--- src/sv/c8_pkg.sv ---
// c8_pkg: shared types, opcode constants, font table and small helper functions
// for the chip-8 instruction core
// no dependencies
package c8_pkg;

    localparam logic [11:0] PC_RESET   = 12'h200;
    localparam logic [11:0] FONT_BYTES = 12'd80;
    localparam logic [11:0] MEM_LAST   = 12'hFFF;
    localparam logic [11:0] VREG_COUNT = 12'd16;

    // item kinds
    localparam logic [1:0] K_LOAD = 2'd0;
    localparam logic [1:0] K_EXEC = 2'd1;
    localparam logic [1:0] K_READ = 2'd2;

    // result status
    localparam logic [1:0] ST_OK   = 2'd0;
    localparam logic [1:0] ST_BAD  = 2'd1;
    localparam logic [1:0] ST_WAIT = 2'd2;

    // opcode groups (top nibble)
    localparam logic [3:0] OPG_SYS  = 4'h0;
    localparam logic [3:0] OPG_JP   = 4'h1;
    localparam logic [3:0] OPG_CALL = 4'h2;
    localparam logic [3:0] OPG_SE   = 4'h3;
    localparam logic [3:0] OPG_SNE  = 4'h4;
    localparam logic [3:0] OPG_SEV  = 4'h5;
    localparam logic [3:0] OPG_LD   = 4'h6;
    localparam logic [3:0] OPG_ADD  = 4'h7;
    localparam logic [3:0] OPG_ALU  = 4'h8;
    localparam logic [3:0] OPG_SNEV = 4'h9;
    localparam logic [3:0] OPG_LDI  = 4'hA;
    localparam logic [3:0] OPG_JPV  = 4'hB;
    localparam logic [3:0] OPG_RND  = 4'hC;
    localparam logic [3:0] OPG_DRW  = 4'hD;
    localparam logic [3:0] OPG_KEY  = 4'hE;
    localparam logic [3:0] OPG_MISC = 4'hF;

    localparam logic [15:0] OP_CLS = 16'h00E0;
    localparam logic [15:0] OP_RET = 16'h00EE;

    localparam logic [7:0] EX_SKP  = 8'h9E;
    localparam logic [7:0] EX_SKNP = 8'hA1;

    localparam logic [7:0] FX_LDVDT = 8'h07;
    localparam logic [7:0] FX_KEY   = 8'h0A;
    localparam logic [7:0] FX_SDT   = 8'h15;
    localparam logic [7:0] FX_SST   = 8'h18;
    localparam logic [7:0] FX_ADDI  = 8'h1E;
    localparam logic [7:0] FX_FONT  = 8'h29;
    localparam logic [7:0] FX_BCD   = 8'h33;
    localparam logic [7:0] FX_STORE = 8'h55;
    localparam logic [7:0] FX_LOAD  = 8'h65;

    // 8xyn functions
    localparam logic [3:0] ALU_MOV  = 4'h0;
    localparam logic [3:0] ALU_OR   = 4'h1;
    localparam logic [3:0] ALU_AND  = 4'h2;
    localparam logic [3:0] ALU_XOR  = 4'h3;
    localparam logic [3:0] ALU_ADD  = 4'h4;
    localparam logic [3:0] ALU_SUB  = 4'h5;
    localparam logic [3:0] ALU_SHR  = 4'h6;
    localparam logic [3:0] ALU_SUBN = 4'h7;
    localparam logic [3:0] ALU_SHL  = 4'hE;

    typedef struct packed {
        logic [7:0] res;
        logic       flag;
        logic       wr_flag;
        logic       bad;
    } alu_out_t;

    localparam logic [7:0] FONT_ROM [0:79] = '{
        8'hF0, 8'h90, 8'h90, 8'h90, 8'hF0, 8'h20, 8'h60, 8'h20, 8'h20, 8'h70,
        8'hF0, 8'h10, 8'hF0, 8'h80, 8'hF0, 8'hF0, 8'h10, 8'hF0, 8'h10, 8'hF0,
        8'h90, 8'h90, 8'hF0, 8'h10, 8'h10, 8'hF0, 8'h80, 8'hF0, 8'h10, 8'hF0,
        8'hF0, 8'h80, 8'hF0, 8'h90, 8'hF0, 8'hF0, 8'h10, 8'h20, 8'h40, 8'h40,
        8'hF0, 8'h90, 8'hF0, 8'h90, 8'hF0, 8'hF0, 8'h90, 8'hF0, 8'h10, 8'hF0,
        8'hF0, 8'h90, 8'hF0, 8'h90, 8'h90, 8'hE0, 8'h90, 8'hE0, 8'h90, 8'hE0,
        8'hF0, 8'h80, 8'h80, 8'h80, 8'hF0, 8'hE0, 8'h90, 8'h90, 8'h90, 8'hE0,
        8'hF0, 8'h80, 8'hF0, 8'h80, 8'hF0, 8'hF0, 8'h80, 8'hF0, 8'h80, 8'h80
    };

    // rotate right of a 64-bit row
    function automatic logic [63:0] rotr64(input logic [63:0] w, input logic [5:0] sh);
        logic [127:0] d;
        d = {w, w} >> sh;
        return d[63:0];
    endfunction

    // decimal digit sel of v: 0 hundreds, 1 tens, else ones
    function automatic logic [7:0] bcd_digit(input logic [7:0] v, input logic [1:0] sel);
        logic [1:0]  h;
        logic [7:0]  rem;
        logic [14:0] prod;
        logic [3:0]  t;
        logic [7:0]  o;
        if (v >= 8'd200) begin
            h   = 2'd2;
            rem = v - 8'd200;
        end else if (v >= 8'd100) begin
            h   = 2'd1;
            rem = v - 8'd100;
        end else begin
            h   = 2'd0;
            rem = v;
        end
        prod = 15'(rem) * 15'd205;
        t    = 4'(prod >> 11);
        o    = rem - 8'(8'(t) * 8'd10);
        if (sel == 2'd0) begin
            return {6'b0, h};
        end else if (sel == 2'd1) begin
            return {4'b0, t};
        end else begin
            return o;
        end
    endfunction

    function automatic logic [3:0] lowest_key(input logic [15:0] k);
        logic [3:0] idx;
        idx = 4'd0;
        for (int i = 15; i >= 0; i--) begin
            if (k[i]) begin
                idx = 4'(i);
            end
        end
        return idx;
    endfunction

endpackage

--- src/sv/c8_alu.sv ---
// c8_alu: register-to-register arithmetic and logic of the 8xyn group
// depends on c8_pkg
module c8_alu import c8_pkg::*; (
    input  logic [3:0] fn,
    input  logic [7:0] a,
    input  logic [7:0] b,
    output alu_out_t   res
);

    logic [8:0] sum;

    assign sum = {1'b0, a} + {1'b0, b};

    always_comb
    begin
        res = '0;
        unique case (fn)
            ALU_MOV: res.res = b;
            ALU_OR:  res.res = a | b;
            ALU_AND: res.res = a & b;
            ALU_XOR: res.res = a ^ b;
            ALU_ADD:
            begin
                res.res     = sum[7:0];
                res.flag    = sum[8];
                res.wr_flag = 1'b1;
            end
            ALU_SUB:
            begin
                res.res     = a - b;
                res.flag    = (a >= b);
                res.wr_flag = 1'b1;
            end
            ALU_SHR:
            begin
                res.res     = {1'b0, a[7:1]};
                res.flag    = a[0];
                res.wr_flag = 1'b1;
            end
            ALU_SUBN:
            begin
                res.res     = b - a;
                res.flag    = (b >= a);
                res.wr_flag = 1'b1;
            end
            ALU_SHL:
            begin
                res.res     = {a[6:0], 1'b0};
                res.flag    = a[7];
                res.wr_flag = 1'b1;
            end
            default: res.bad = 1'b1;
        endcase
    end

endmodule

--- config.mk ---
export PLATFORM = sky130hd
export DESIGN_NAME = c8_alu
export DESIGN_NICKNAME = d
export VERILOG_FILES = /design/src/sv/c8_pkg.sv /design/src/sv/c8_alu.sv
export SDC_FILE = /design/constraint.sdc
export NUM_CORES = 1
export LEC_CHECK = 0
export BUFFER_PORTS_ARGS = -buffer_cell sky130_fd_sc_hd__buf_2
export CAP_MARGIN = 20
export CORE_ASPECT_RATIO = 1.25
export CORE_UTILIZATION = 40
export DETAILED_ROUTE_END_ITERATION = 10
export PLACE_DENSITY = 0.68
export SKIP_LAST_GASP = 1
export SYNTH_ARGS = -nofsm -noshare
export SYNTH_HDL_FRONTEND = slang
export SYNTH_SLANG_ARGS = --single-unit
--- constraint.sdc ---
create_clock -name vclk -period 2.5
set_input_delay 0.25 -clock vclk [all_inputs]
set_output_delay 0.25 -clock vclk [all_outputs]
set_load 0.01 [all_outputs]
==> results of run 1 <==
[stage by stage]
step                worst slack, ns  power [W]
finish                       0.0146   0.000456
global route                -0.0222   0.000494
CTS                         0.00358   0.000436
detailed placement          -0.0651   0.000429
global placement            -0.0108   0.000425
floorplan                     0.278   0.000260
[routing by layer]
layer  part of all wire  vias up  GRT usage
met1               0.42      908      0.328
met2               0.49       96      0.436
li1                   -      976          -
met3              0.050       22    0.00348
met5                  0        -          0
met4              0.041        0     0.0982
[kinds of logic after synthesis]
| group | after synthesis | share of synthesized area |
|---|---|---|
| buffers and inverters | 44 | 0.107 |
| AO/OA/AOI/OAI | 76 | 0.315 |
| AND/OR/NAND/NOR | 64 | 0.185 |
| adder cells (fa/ha/maj) | 36 | 0.282 |
| multiplexers | 12 | 0.0805 |
| XOR/XNOR | 6 | 0.0313 |
[cell usage after synthesis, types with 4 or more instances]
| master | n | area, um^2 |
|---|---|---|
| sky130_fd_sc_hd__nor3_1 | 7 | 35.0 |
| sky130_fd_sc_hd__inv_1 | 31 | 116 |
| sky130_fd_sc_hd__ha_1 | 33 | 413 |
| sky130_fd_sc_hd__nand2_1 | 12 | 45.0 |
| sky130_fd_sc_hd__a221o_1 | 4 | 40.0 |
| sky130_fd_sc_hd__buf_2 | 4 | 20.0 |
| sky130_fd_sc_hd__nand2b_1 | 5 | 31.3 |
| sky130_fd_sc_hd__a21oi_1 | 16 | 80.1 |
| sky130_fd_sc_hd__o221ai_1 | 5 | 43.8 |
| sky130_fd_sc_hd__xnor2_1 | 6 | 52.6 |
| sky130_fd_sc_hd__or3_1 | 5 | 31.3 |
| sky130_fd_sc_hd__o21ai_0 | 16 | 80.1 |
| sky130_fd_sc_hd__nor2_1 | 23 | 86.3 |
| sky130_fd_sc_hd__mux2i_1 | 9 | 90.1 |
[what timing repair did]
item / 4_1_cts / 5_1_grt
endpoints found under the setup margin: 2 / 4
pin swaps: 1 / 8
gates resized for setup: 9 / 12
[worst max-delay path by stage]
stage,start,to,cells after the start
2_1_floorplan,a[2],res[7],9
3_3_place_gp,a[0],res[7],12
3_5_place_dp,a[0],res[2],10
4_1_cts,a[0],res[7],9
5_1_grt,a[0],res[7],9
6_report,a[0],res[7],9
[power by group through the flow]
stage / Clock [W] / Combinational [W] / Sequential (W)
after global placement: 0 / 0.000425 / 0
after detailed placement: 0 / 0.000429 / 0
after CTS: 0 / 0.000436 / 0
final: 0 / 0.000456 / 0
after floorplan: 0 / 0.000260 / 0
after global routing: 0 / 0.000494 / 0
[cell type report]
type	instances	area (um^2)
fillers	398	1730
inverters	33	124
multi-input cells	194	1550
well taps	54	67.6
repair buffers	68	438
[worst max-delay path: stages]
cell	delay, ns
sky130_fd_sc_hd__buf_4	0.13
sky130_fd_sc_hd__ha_1	0.23
sky130_fd_sc_hd__fa_2	0.38
sky130_fd_sc_hd__a21oi_2	0.20
sky130_fd_sc_hd__o21bai_2	0.11
sky130_fd_sc_hd__buf_4	0.15
sky130_fd_sc_hd__a221o_1	0.33
sky130_fd_sc_hd__a221o_1	0.30
sky130_fd_sc_hd__buf_2	0.14
==> impl_summary.md, run 1 <==
Synth
Counting every net in the synthesized netlist gives 294. The mean instance size in the synthesized netlist is 7.05 um^2. The sequential-to-total area share from yosys stat is 0. The synthesized cell area is around 1700 um^2. The cell count after synthesis is approximately 240. The number of warnings printed during yosys synthesis is 0. The number of library cell types mapped by synthesis is 51.

Die
The height of the die is 74.4 um. The die outline area is 4460 um^2. The floorplan step set the die width to between 50 and 60 um. The core region is 3910 um^2.

During I/O placement, the number of pins put on the boundary was 31. The initialized floorplan defines 25 standard-cell rows. The effective utilization at floorplan is 0.429.

Critical path
The kind of start point of the critical path is an input pin. The category of the worst setup path capture point is an output port. At the worst endpoint, the required time is 2.25 ns. Of all nets on the critical path, the largest fanout is 5. The category of the critical setup timing path is in -> out. Data arrives at the worst endpoint at 2.24 ns.

Placed design
Counting tap cells, the placed design contains a total of 349 instances. Once detailed placement completed, the half-perimeter wirelength came to 4520 um. The congestion estimate from routability-driven global placement came to 0.940. In this run the tool buffered the top-level ports with 31 buffer cells.

After detailed placement, the total cell area comes to 2120 um^2.

Detailed routing
The wire length after detailed routing is 5580 um. The number of iterations in the first detailed-routing pass is 4. The number of vias after detailed routing is 2002.

The average vias per placed instance is 5.74. In this run, the number of DRC markers left after iteration 0 of detailed routing was 130. In this run the remaining antenna-violating nets after routing total 0. For this run, design rule violations remaining after detail routing come to 0.

The average wire per standard cell is 16.0 um.

Hold path
The end point of the worst hold path is res[3]. The worst hold path stage count is 3. The path class of the tightest hold or removal check is in -> out. The critical hold path startpoint is fn[3].

Power and ir drop
The clock power share is 0. The cell area power density is 209 nW/um^2. The analysis attributes to net switching a power of 0.000247 W. IR analysis of the VDD net gives a maximum drop of 0.107 mV.

The fraction of power consumed by sequential logic is 0. The total internal power is 0.000209 W. The switching share of power is 0.541. The combinational fraction of design power is 1.000.

For this design the static power due to leakage is 1.08 nW.

STA
Of the available clock period, the critical path in the final layout requires 0.994. The final hold violation count is 0. The tightest hold path in the finished design has a slack of approximately 0.85 ns. Measured against its own limit, the worst slew margin works out to 0.706. Setup violations remaining at the end of the flow were counted as 0. After routing, the total negative slack on setup checks comes to 0 ns.

The max-slew violation total from the final report came to 0. The clock period could shrink to around 2.5 ns. Setup repair after global routing could not meet its margin everywhere. The upper clock frequency limit is 0.402 GHz. For the pin with the worst max-slew slack, the measured transition is 0.439 ns.

GRT
The global-route usage over all layers is 0.252. The sum of overflow across all layers after global routing is 0. The via count of the first global-routing pass was between 1500 and 2000. The number of antenna violations at the first check in global routing came to 0. The first global-routing pass estimated 8600 um of wire. Entering global routing, the biggest net connects 14 pins.

Finish
The finished layout holds between 300 and 400 standard cells, fillers aside. Compared with the post-synthesis result, the final layout area differs by 30.0%. The utilization after layout is 0.558.

The number of antenna diodes in the final layout is 0. The count of clock-net buffers in the final layout is 0. In the layout the commonest cells are sky130_fd_sc_hd__buf_4, sky130_fd_sc_hd__ha_1, sky130_fd_sc_hd__buf_2, sky130_fd_sc_hd__inv_1, sky130_fd_sc_hd__nor2_1. The register cell area after layout is 0 um^2. The design area is 2180 um^2. Leaving out fill and tap cells, the most frequent cell in the layout is sky130_fd_sc_hd__buf_4. The number of nets in the finished design is 353.

The number of flip-flops and latches is 0. The layout cell share with drive strength beyond 1 is 0.308.

Run
The count of maximum capacitance violations is 0.

Clocking
In this run the post-CTS setup repair buffer count came out at 0. Hold repair after CTS inserted 0 buffers.

Outcome
The run finished with clean final reports.
(Power assumes the default switching activity.)
==> run 2: changes to the inputs <==
--- a/config.mk
+++ b/config.mk
@@ -10,7 +10,7 @@
 export CORE_ASPECT_RATIO = 1.25
 export CORE_UTILIZATION = 40
 export DETAILED_ROUTE_END_ITERATION = 10
-export PLACE_DENSITY = 0.68
+export PLACE_DENSITY = 0.7
 export SKIP_LAST_GASP = 1
 export SYNTH_ARGS = -nofsm -noshare
 export SYNTH_HDL_FRONTEND = slang
==> constraint.sdc (replaced) <==
create_clock -name vclk -period 2
set_input_delay 0.2 -clock vclk [all_inputs]
set_output_delay 0.2 -clock vclk [all_outputs]
set_load 0.01 [all_outputs]
==> run 2 against run 1 <==
  * The flow now finishes with violations (negative setup slack)
  * Non-clock buffer count is 30 higher
  * Largest cell class unchanged
  * Design area is 25% higher
  * Sequential cell count stayed put
  * Critical path type unchanged
  * Routed wire length is 14% higher
==> impl_summary.md, run 2 (synthesized netlist as in run 1, its figures left out) <==
Die
The count of pins on the block boundary is 31 (unchanged). The area inside the core boundary is 3910 um^2 (unchanged). The die span in x is 59.9 um (unchanged). The effective utilization at floorplan is 0.429 (unchanged). The height of the die is 74.4 um (unchanged). The die outline area is 4460 um^2 (unchanged). The count of standard-cell rows was 25 (unchanged).

STA
The number of setup violations in the final report is 7 (+7). The max-slew violation total from the final report is 0 (unchanged). The final cycle utilization of the critical path is 1.15.

Setup repair after global routing could not meet its margin everywhere. The worst hold slack after final layout came to 0.896 ns (+0.0439 ns). The final hold violation count is 0 (unchanged). Derived from the worst setup path, the maximum achievable clock frequency is 0.435 GHz. After layout, the minimum clock period comes to 2.30 ns. The final setup slack of the worst path is -0.301 ns (-0.316 ns). The remaining max-slew budget at the tightest pin is 0.691 (-0.0151). The slew at the pin closest to its max-slew limit is 0.462 ns (+0.0226 ns).

Finish
The register cell area after layout is 0 um^2 (unchanged). The most frequent standard cell in the layout excluding fill and tap cells is sky130_fd_sc_hd__buf_4. The count of clock-net buffers in the final layout was 0 (unchanged). The number of flip-flops and latches is 0 (unchanged). The antenna diode count was 0 (unchanged).

The number of fillers in the final layout is 298 (-25%). The top cell types in the final layout, fill and taps aside, are sky130_fd_sc_hd__buf_4, sky130_fd_sc_hd__buf_2, sky130_fd_sc_hd__ha_1, sky130_fd_sc_hd__inv_1, sky130_fd_sc_hd__nor2_1. The layout cell share with drive strength beyond 1 is 0.458 (+0.150). The layout overhead on the synthesized area is 62.6%. The number of nets in the finished design is 383 (+8.5%). The utilization after layout was 0.698 (+0.140).

Outcome
The final reports fail on negative setup slack. The flow ran to the end, but the final reports show violations.

Critical path
The maximum fanout count along the critical path is 4 (-1). The worst path required time is 1.80 ns (-0.45 ns). The worst setup path is captured at an output port. The data arrival time of the worst path was 2.10 ns (-0.14 ns).

STA classifies the critical path startpoint as an input pin. The category of the critical setup timing path is in -> out.

Power and ir drop
The static leakage power came to 1.29 nW (+19%). The total internal power is 0.000370 W (+77%). The overall power after layout is 0.000749 W (+64%).

The fraction of power consumed by sequential logic came to 0 (unchanged). The switching share of power was 0.506 (-0.0350). The combinational fraction of design power was 1.000 (about the same).

The largest voltage drop on the vdd net is 0.155 mV (+44%). The clock power share came to 0 (unchanged). The cell area power density is 275 nW/um^2 (+31%). The reported net switching power is 0.000379 W (+53%).

Detailed routing
The wire length after detailed routing came to 6370 um (+14%). The average wire per standard cell is 16.8 um (+5.2%). The average vias per placed instance is 5.96 (+3.9%).

The number of iterations in the first detailed-routing pass came to 5 (+1). The number of DRC markers after the initial detailed-route iteration is 165 (+27%). The final antenna-violating net count came to 0 (unchanged). The number of vias after detailed routing is 2259 (+13%). The post-route DRC violation count is 0 (unchanged).

GRT
The global-route usage over all layers came to 0.272 (+0.0210). The via count of the first global-routing pass is 2133 (+15%). The sum of overflow across all layers after global routing was 0 (unchanged). The largest net degree at the start of global routing is 17 (+3).

The number of antenna violations at the first check in global routing was 0 (unchanged). The global-route wire length before repair came to 9420 um (+9.5%).

Placed design
The half-perimeter wire length after detailed placement was 4740 um (+4.7%). The weighted congestion reported at the end of routability-driven placement is 0.980 (+4.2%). The number of buffers added on ports is 31 (unchanged).

Run
The count of maximum capacitance violations is 0 (unchanged).

Hold path
The path type of the worst min-delay path is in -> out.
## run 2: cell types whose count changed in the layout (fill, tap and decap cells not counted), moves of 5 or more
| cell | delta |
|---|---|
| sky130_fd_sc_hd__o21ai_0 | -5 |
| sky130_fd_sc_hd__ha_1 | -6 |
| sky130_fd_sc_hd__buf_4 | +20 |
| sky130_fd_sc_hd__buf_6 | +7 |
| sky130_fd_sc_hd__ha_4 | +6 |
| sky130_fd_sc_hd__inv_1 | -7 |
## run 2: final timing paths
path | start | slack (ns) | cells after the start | end
hold / removal | fn[3] | 0.90 | 4 | res[3]
setup / recovery | a[0] | -0.30 | 13 | res[7]
## run 2: metal layers
layer / vias up / part of all wire / track usage / wire (um)
met3: 39 / 0.064 / 0.00522 / 407
met2: 150 / 0.51 / 0.515 / 3250
met4: 0 / 0.058 / 0.119 / 367
met1: 1036 / 0.37 / 0.314 / 2350
li1: 1034 / - / - / -
met5: - / 0 / 0 / 0
## run 2: metrics by stage
stage | setup slack [ns] | TNS [ns] | instances | cell area (um^2)
floorplan | 0.000433 | 0 | 238 | 1710
global placement | -0.403 | -2.07 | 373 | 2340
finish | -0.301 | -1.26 | 379 | 2730
global route | -0.343 | -1.82 | 379 | 2730
CTS | -0.307 | -1.42 | 375 | 2440
detailed placement | -0.395 | -2.11 | 373 | 2340
## run 2: final cells by class
class	count	area [um^2]	share of cell area
inverter	33	144	0.0528
tap	54	67.6	0.0248
multi-input combinational	194	1770	0.649
timing repair buffer	98	747	0.274
## run 2: critical path, stage by stage
cell and delay [ns]:
sky130_fd_sc_hd__buf_12 0.11, sky130_fd_sc_hd__inv_6 0.05, sky130_fd_sc_hd__ha_4 0.14, sky130_fd_sc_hd__inv_2 0.04
sky130_fd_sc_hd__fa_2 0.42, sky130_fd_sc_hd__nand2b_4 0.09, sky130_fd_sc_hd__a21oi_4 0.06, sky130_fd_sc_hd__nor2_2 0.14
sky130_fd_sc_hd__mux2_4 0.17, sky130_fd_sc_hd__buf_4 0.09, sky130_fd_sc_hd__o221ai_1 0.09, sky130_fd_sc_hd__a221o_1 0.35
sky130_fd_sc_hd__buf_2 0.14
## run 2: what timing repair did
action	4_1_cts	5_1_grt
pin swaps	11	28
buffers inserted	2	4
hold buffers	0	0
cloned	0	0
setup endpoints to repair	7	8
hold endpoints to repair	0	0
resized for setup	30	56
## run 2: power groups by stage
stage	registers, W	logic (W)	clock network (W)
floorplan	0	0.000338	0
global placement	0	0.000585	0
detailed placement	0	0.000589	0
CTS	0	0.000629	0
global route	0	0.000802	0
finish	0	0.000749	0
==> run 3: changes to the inputs <==
--- a/config.mk
+++ b/config.mk
@@ -10,7 +10,9 @@
 export CORE_ASPECT_RATIO = 1.25
 export CORE_UTILIZATION = 40
 export DETAILED_ROUTE_END_ITERATION = 10
+export GPL_TIMING_DRIVEN = 0
 export PLACE_DENSITY = 0.7
+export SETUP_SLACK_MARGIN = 0.4
 export SKIP_LAST_GASP = 1
 export SYNTH_ARGS = -nofsm -noshare
 export SYNTH_HDL_FRONTEND = slang
==> constraint.sdc (replaced) <==
create_clock -name vclk -period 1.9
set_input_delay 0.19 -clock vclk [all_inputs]
set_output_delay 0.19 -clock vclk [all_outputs]
set_load 0.01 [all_outputs]
==> run 3 against run 2 <==
  * The flow still finishes with violations (negative setup slack)
  * Worst hold slack worse by 0.12 ns
  * First-iteration DRC count up 23%
  * Via count fell by 3.5%
  * Die area did not move
  * Design area decreased by 1.6%
  * Critical path depth is 2 lower
  * Global-route usage grew 1.6 points
  * Worst setup slack worse by 0.090 ns
  * Combinational power grew 5.1%
  * Highest routed layer unchanged
  * Non-clock buffer count shrank 27
==> impl_summary.md, run 3 (synthesized netlist as in run 1, its figures left out) <==
Die
The effective utilization at floorplan is 0.429 (unchanged). The die outline area was 4460 um^2 (unchanged). The count of pins on the block boundary is 31 (unchanged).

The area inside the core boundary is 3910 um^2 (unchanged). The height of the die is 74.4 um (unchanged). The die span in x is 59.9 um (unchanged). The count of standard-cell rows is 25 (unchanged).

Run
The count of maximum capacitance violations was 0 (unchanged).

Hold path
The critical hold path startpoint is a[1]. The worst hold path belongs to the class in -> out. The end point of the worst hold path is res[3]. The worst hold path stage count is 4 (unchanged).

Finish
The count of clock-net buffers in the final layout came to 0 (unchanged). The utilization after layout is 0.687 (-0.0109). The layout cell share with drive strength beyond 1 is 0.456 (-0.00209). The number of nets in the finished design came to 356 (-7.0%). The register cell area after layout was 0 um^2 (unchanged). The post-route non-filler standard cell count is 352 (-7.1%). The library cell used most frequently in the layout, excluding fill and tap cells, is sky130_fd_sc_hd__buf_4.

The number of flip-flops and latches is 0 (unchanged). The antenna diode count came to 0 (unchanged). The area growth from synthesis to layout is 60.0%.

The top cell types in the final layout, fill and taps aside, are sky130_fd_sc_hd__buf_4, sky130_fd_sc_hd__ha_1, sky130_fd_sc_hd__buf_2, sky130_fd_sc_hd__inv_1, sky130_fd_sc_hd__nor2_1.

Critical path
The slowest stage of the critical path belongs to the cell sky130_fd_sc_hd__or3_4. The library cell appearing most often on the critical path is sky130_fd_sc_hd__or3_4. The longest individual stage delay on the worst path is 0.40 ns (-0.02 ns).

The worst path required time is 1.71 ns (-0.09 ns). The worst setup path is launched from an input pin. The maximum fanout count along the critical path is 5 (+1). The critical path goes through buf_12 > inv_8 > ha_4 > buf_8 > or3_4 > nor2_4 > nor3_4 > or3_4 > a31oi_1 > o211ai_1 > buf_2. The category of the worst setup path capture point is an output port. The category of the critical setup timing path is in -> out. The data arrival time of the worst path is 2.10 ns (about the same).

Detailed routing
The number of iterations in the first detailed-routing pass is 5 (unchanged). The number of DRC markers after the initial detailed-route iteration came to 203 (+23%). The average vias per placed instance came to 6.19 (+3.9%). The wire length after detailed routing is 6540 um (+2.6%). The post-route DRC violation count is 0 (unchanged).

The number of vias after detailed routing is 2180 (-3.5%). The average wire per standard cell is 18.6 um (+10%). The final antenna-violating net count is 0 (unchanged).

GRT
The global-route wire length before repair was 10000 um (+6.5%). The largest net degree at the start of global routing came to 11 (-6). The global-route usage over all layers is 0.289 (+0.0161). The via count of the first global-routing pass is 2081 (-2.4%). The number of antenna violations at the first check in global routing is 0 (unchanged). The sum of overflow across all layers after global routing is 0 (unchanged).

Outcome
The flow ran to the end, but the final reports show violations. The final reports fail on negative setup slack.

STA
The final cycle utilization of the critical path is 1.21. The max-slew violation total from the final report was 0 (unchanged). The upper clock frequency limit is 0.436 GHz. The number of setup violations in the final report is 7 (unchanged). The remaining max-slew budget at the tightest pin is 0.622 (-0.0690). Setup repair after global routing could not meet its margin everywhere. The slew at the pin closest to its max-slew limit is 0.567 ns (+0.105 ns).

The final period demand of the worst path is 2.29 ns. The worst hold slack after final layout is 0.773 ns (-0.123 ns). The final hold violation count was 0 (unchanged).

The final setup slack of the worst path was -0.392 ns (-0.0905 ns).

Power and ir drop
The cell area power density is 293 nW/um^2 (+6.7%). The static leakage power is 1.18 nW (-8.0%). The largest voltage drop on the vdd net is 0.161 mV (+3.9%).

Placed design
The half-perimeter wire length after detailed placement was 4370 um (-7.7%). The number of buffers added on ports is 28 (-9.7%). The placed instance count is 320 (-14%). The weighted congestion reported at the end of routability-driven placement came to 0.905 (-7.7%).

Clocking
The hold buffer count at CTS is 0 (unchanged).
run 3: what timing repair did:
| item | 4_1_cts | 5_1_grt |
|---|---|---|
| setup buffers | 20 | 11 |
| cloned | 1 | 0 |
| pin swaps | 19 | 23 |
| endpoints found under the setup margin | 10 | 10 |
| resized for setup | 71 | 33 |
run 3: critical path, delay by kind of cell:
kind | cells | cell delay [ns]
buffers and inverters | 4 | 0.42
adders and majority gates | 1 | 0.20
and+or+nand+nor | 4 | 1.01
AOI/OAI and AO/OA | 2 | 0.28
run 3: worst max-delay path by stage:
stage | slack, ns | end | from
finish | -0.39 | res[10] | a[2]
global route | -0.44 | res[10] | a[2]
CTS | -0.36 | res[7] | b[0]
detailed placement | -0.72 | res[10] | a[1]
global placement | -0.68 | res[10] | a[1]
floorplan | -0.03 | res[7] | b[2]
run 3: where the power goes:
group	total (W)	switching, W	internal (W)
sequential	0	0	0
combinational	0.000787	0.000415	0.000372
clock	0	0	0
run 3: routing by layer:
metal / share of wire / wire (um) / global-route usage
met5: 0 / 0 / 0
met4: 0.062 / 405 / 0.129
met3: 0.059 / 385 / 0.0122
met2: 0.49 / 3230 / 0.501
met1: 0.39 / 2520 / 0.364
run 3: layout make-up:
type | count | area (um^2)
multi-input combinational | 194 | 1840
inverter | 33 | 190
buffer | 11 | 91.3
timing repair buffer | 60 | 497
tap | 54 | 67.6
fill | 298 | 1220
run 3: per-stage QoR:
stage          area (um^2)  TNS [ns]  worst slack, ns  total power [W]
6_report              2690     -1.96           -0.392         0.000787
5_1_grt               2690     -2.30           -0.435         0.000836
4_1_cts               2470     -1.70           -0.358         0.000683
3_5_place_dp          2060     -3.36           -0.717         0.000549
3_3_place_gp          2060     -3.14           -0.684         0.000542
2_1_floorplan         1850   -0.0569          -0.0261         0.000385
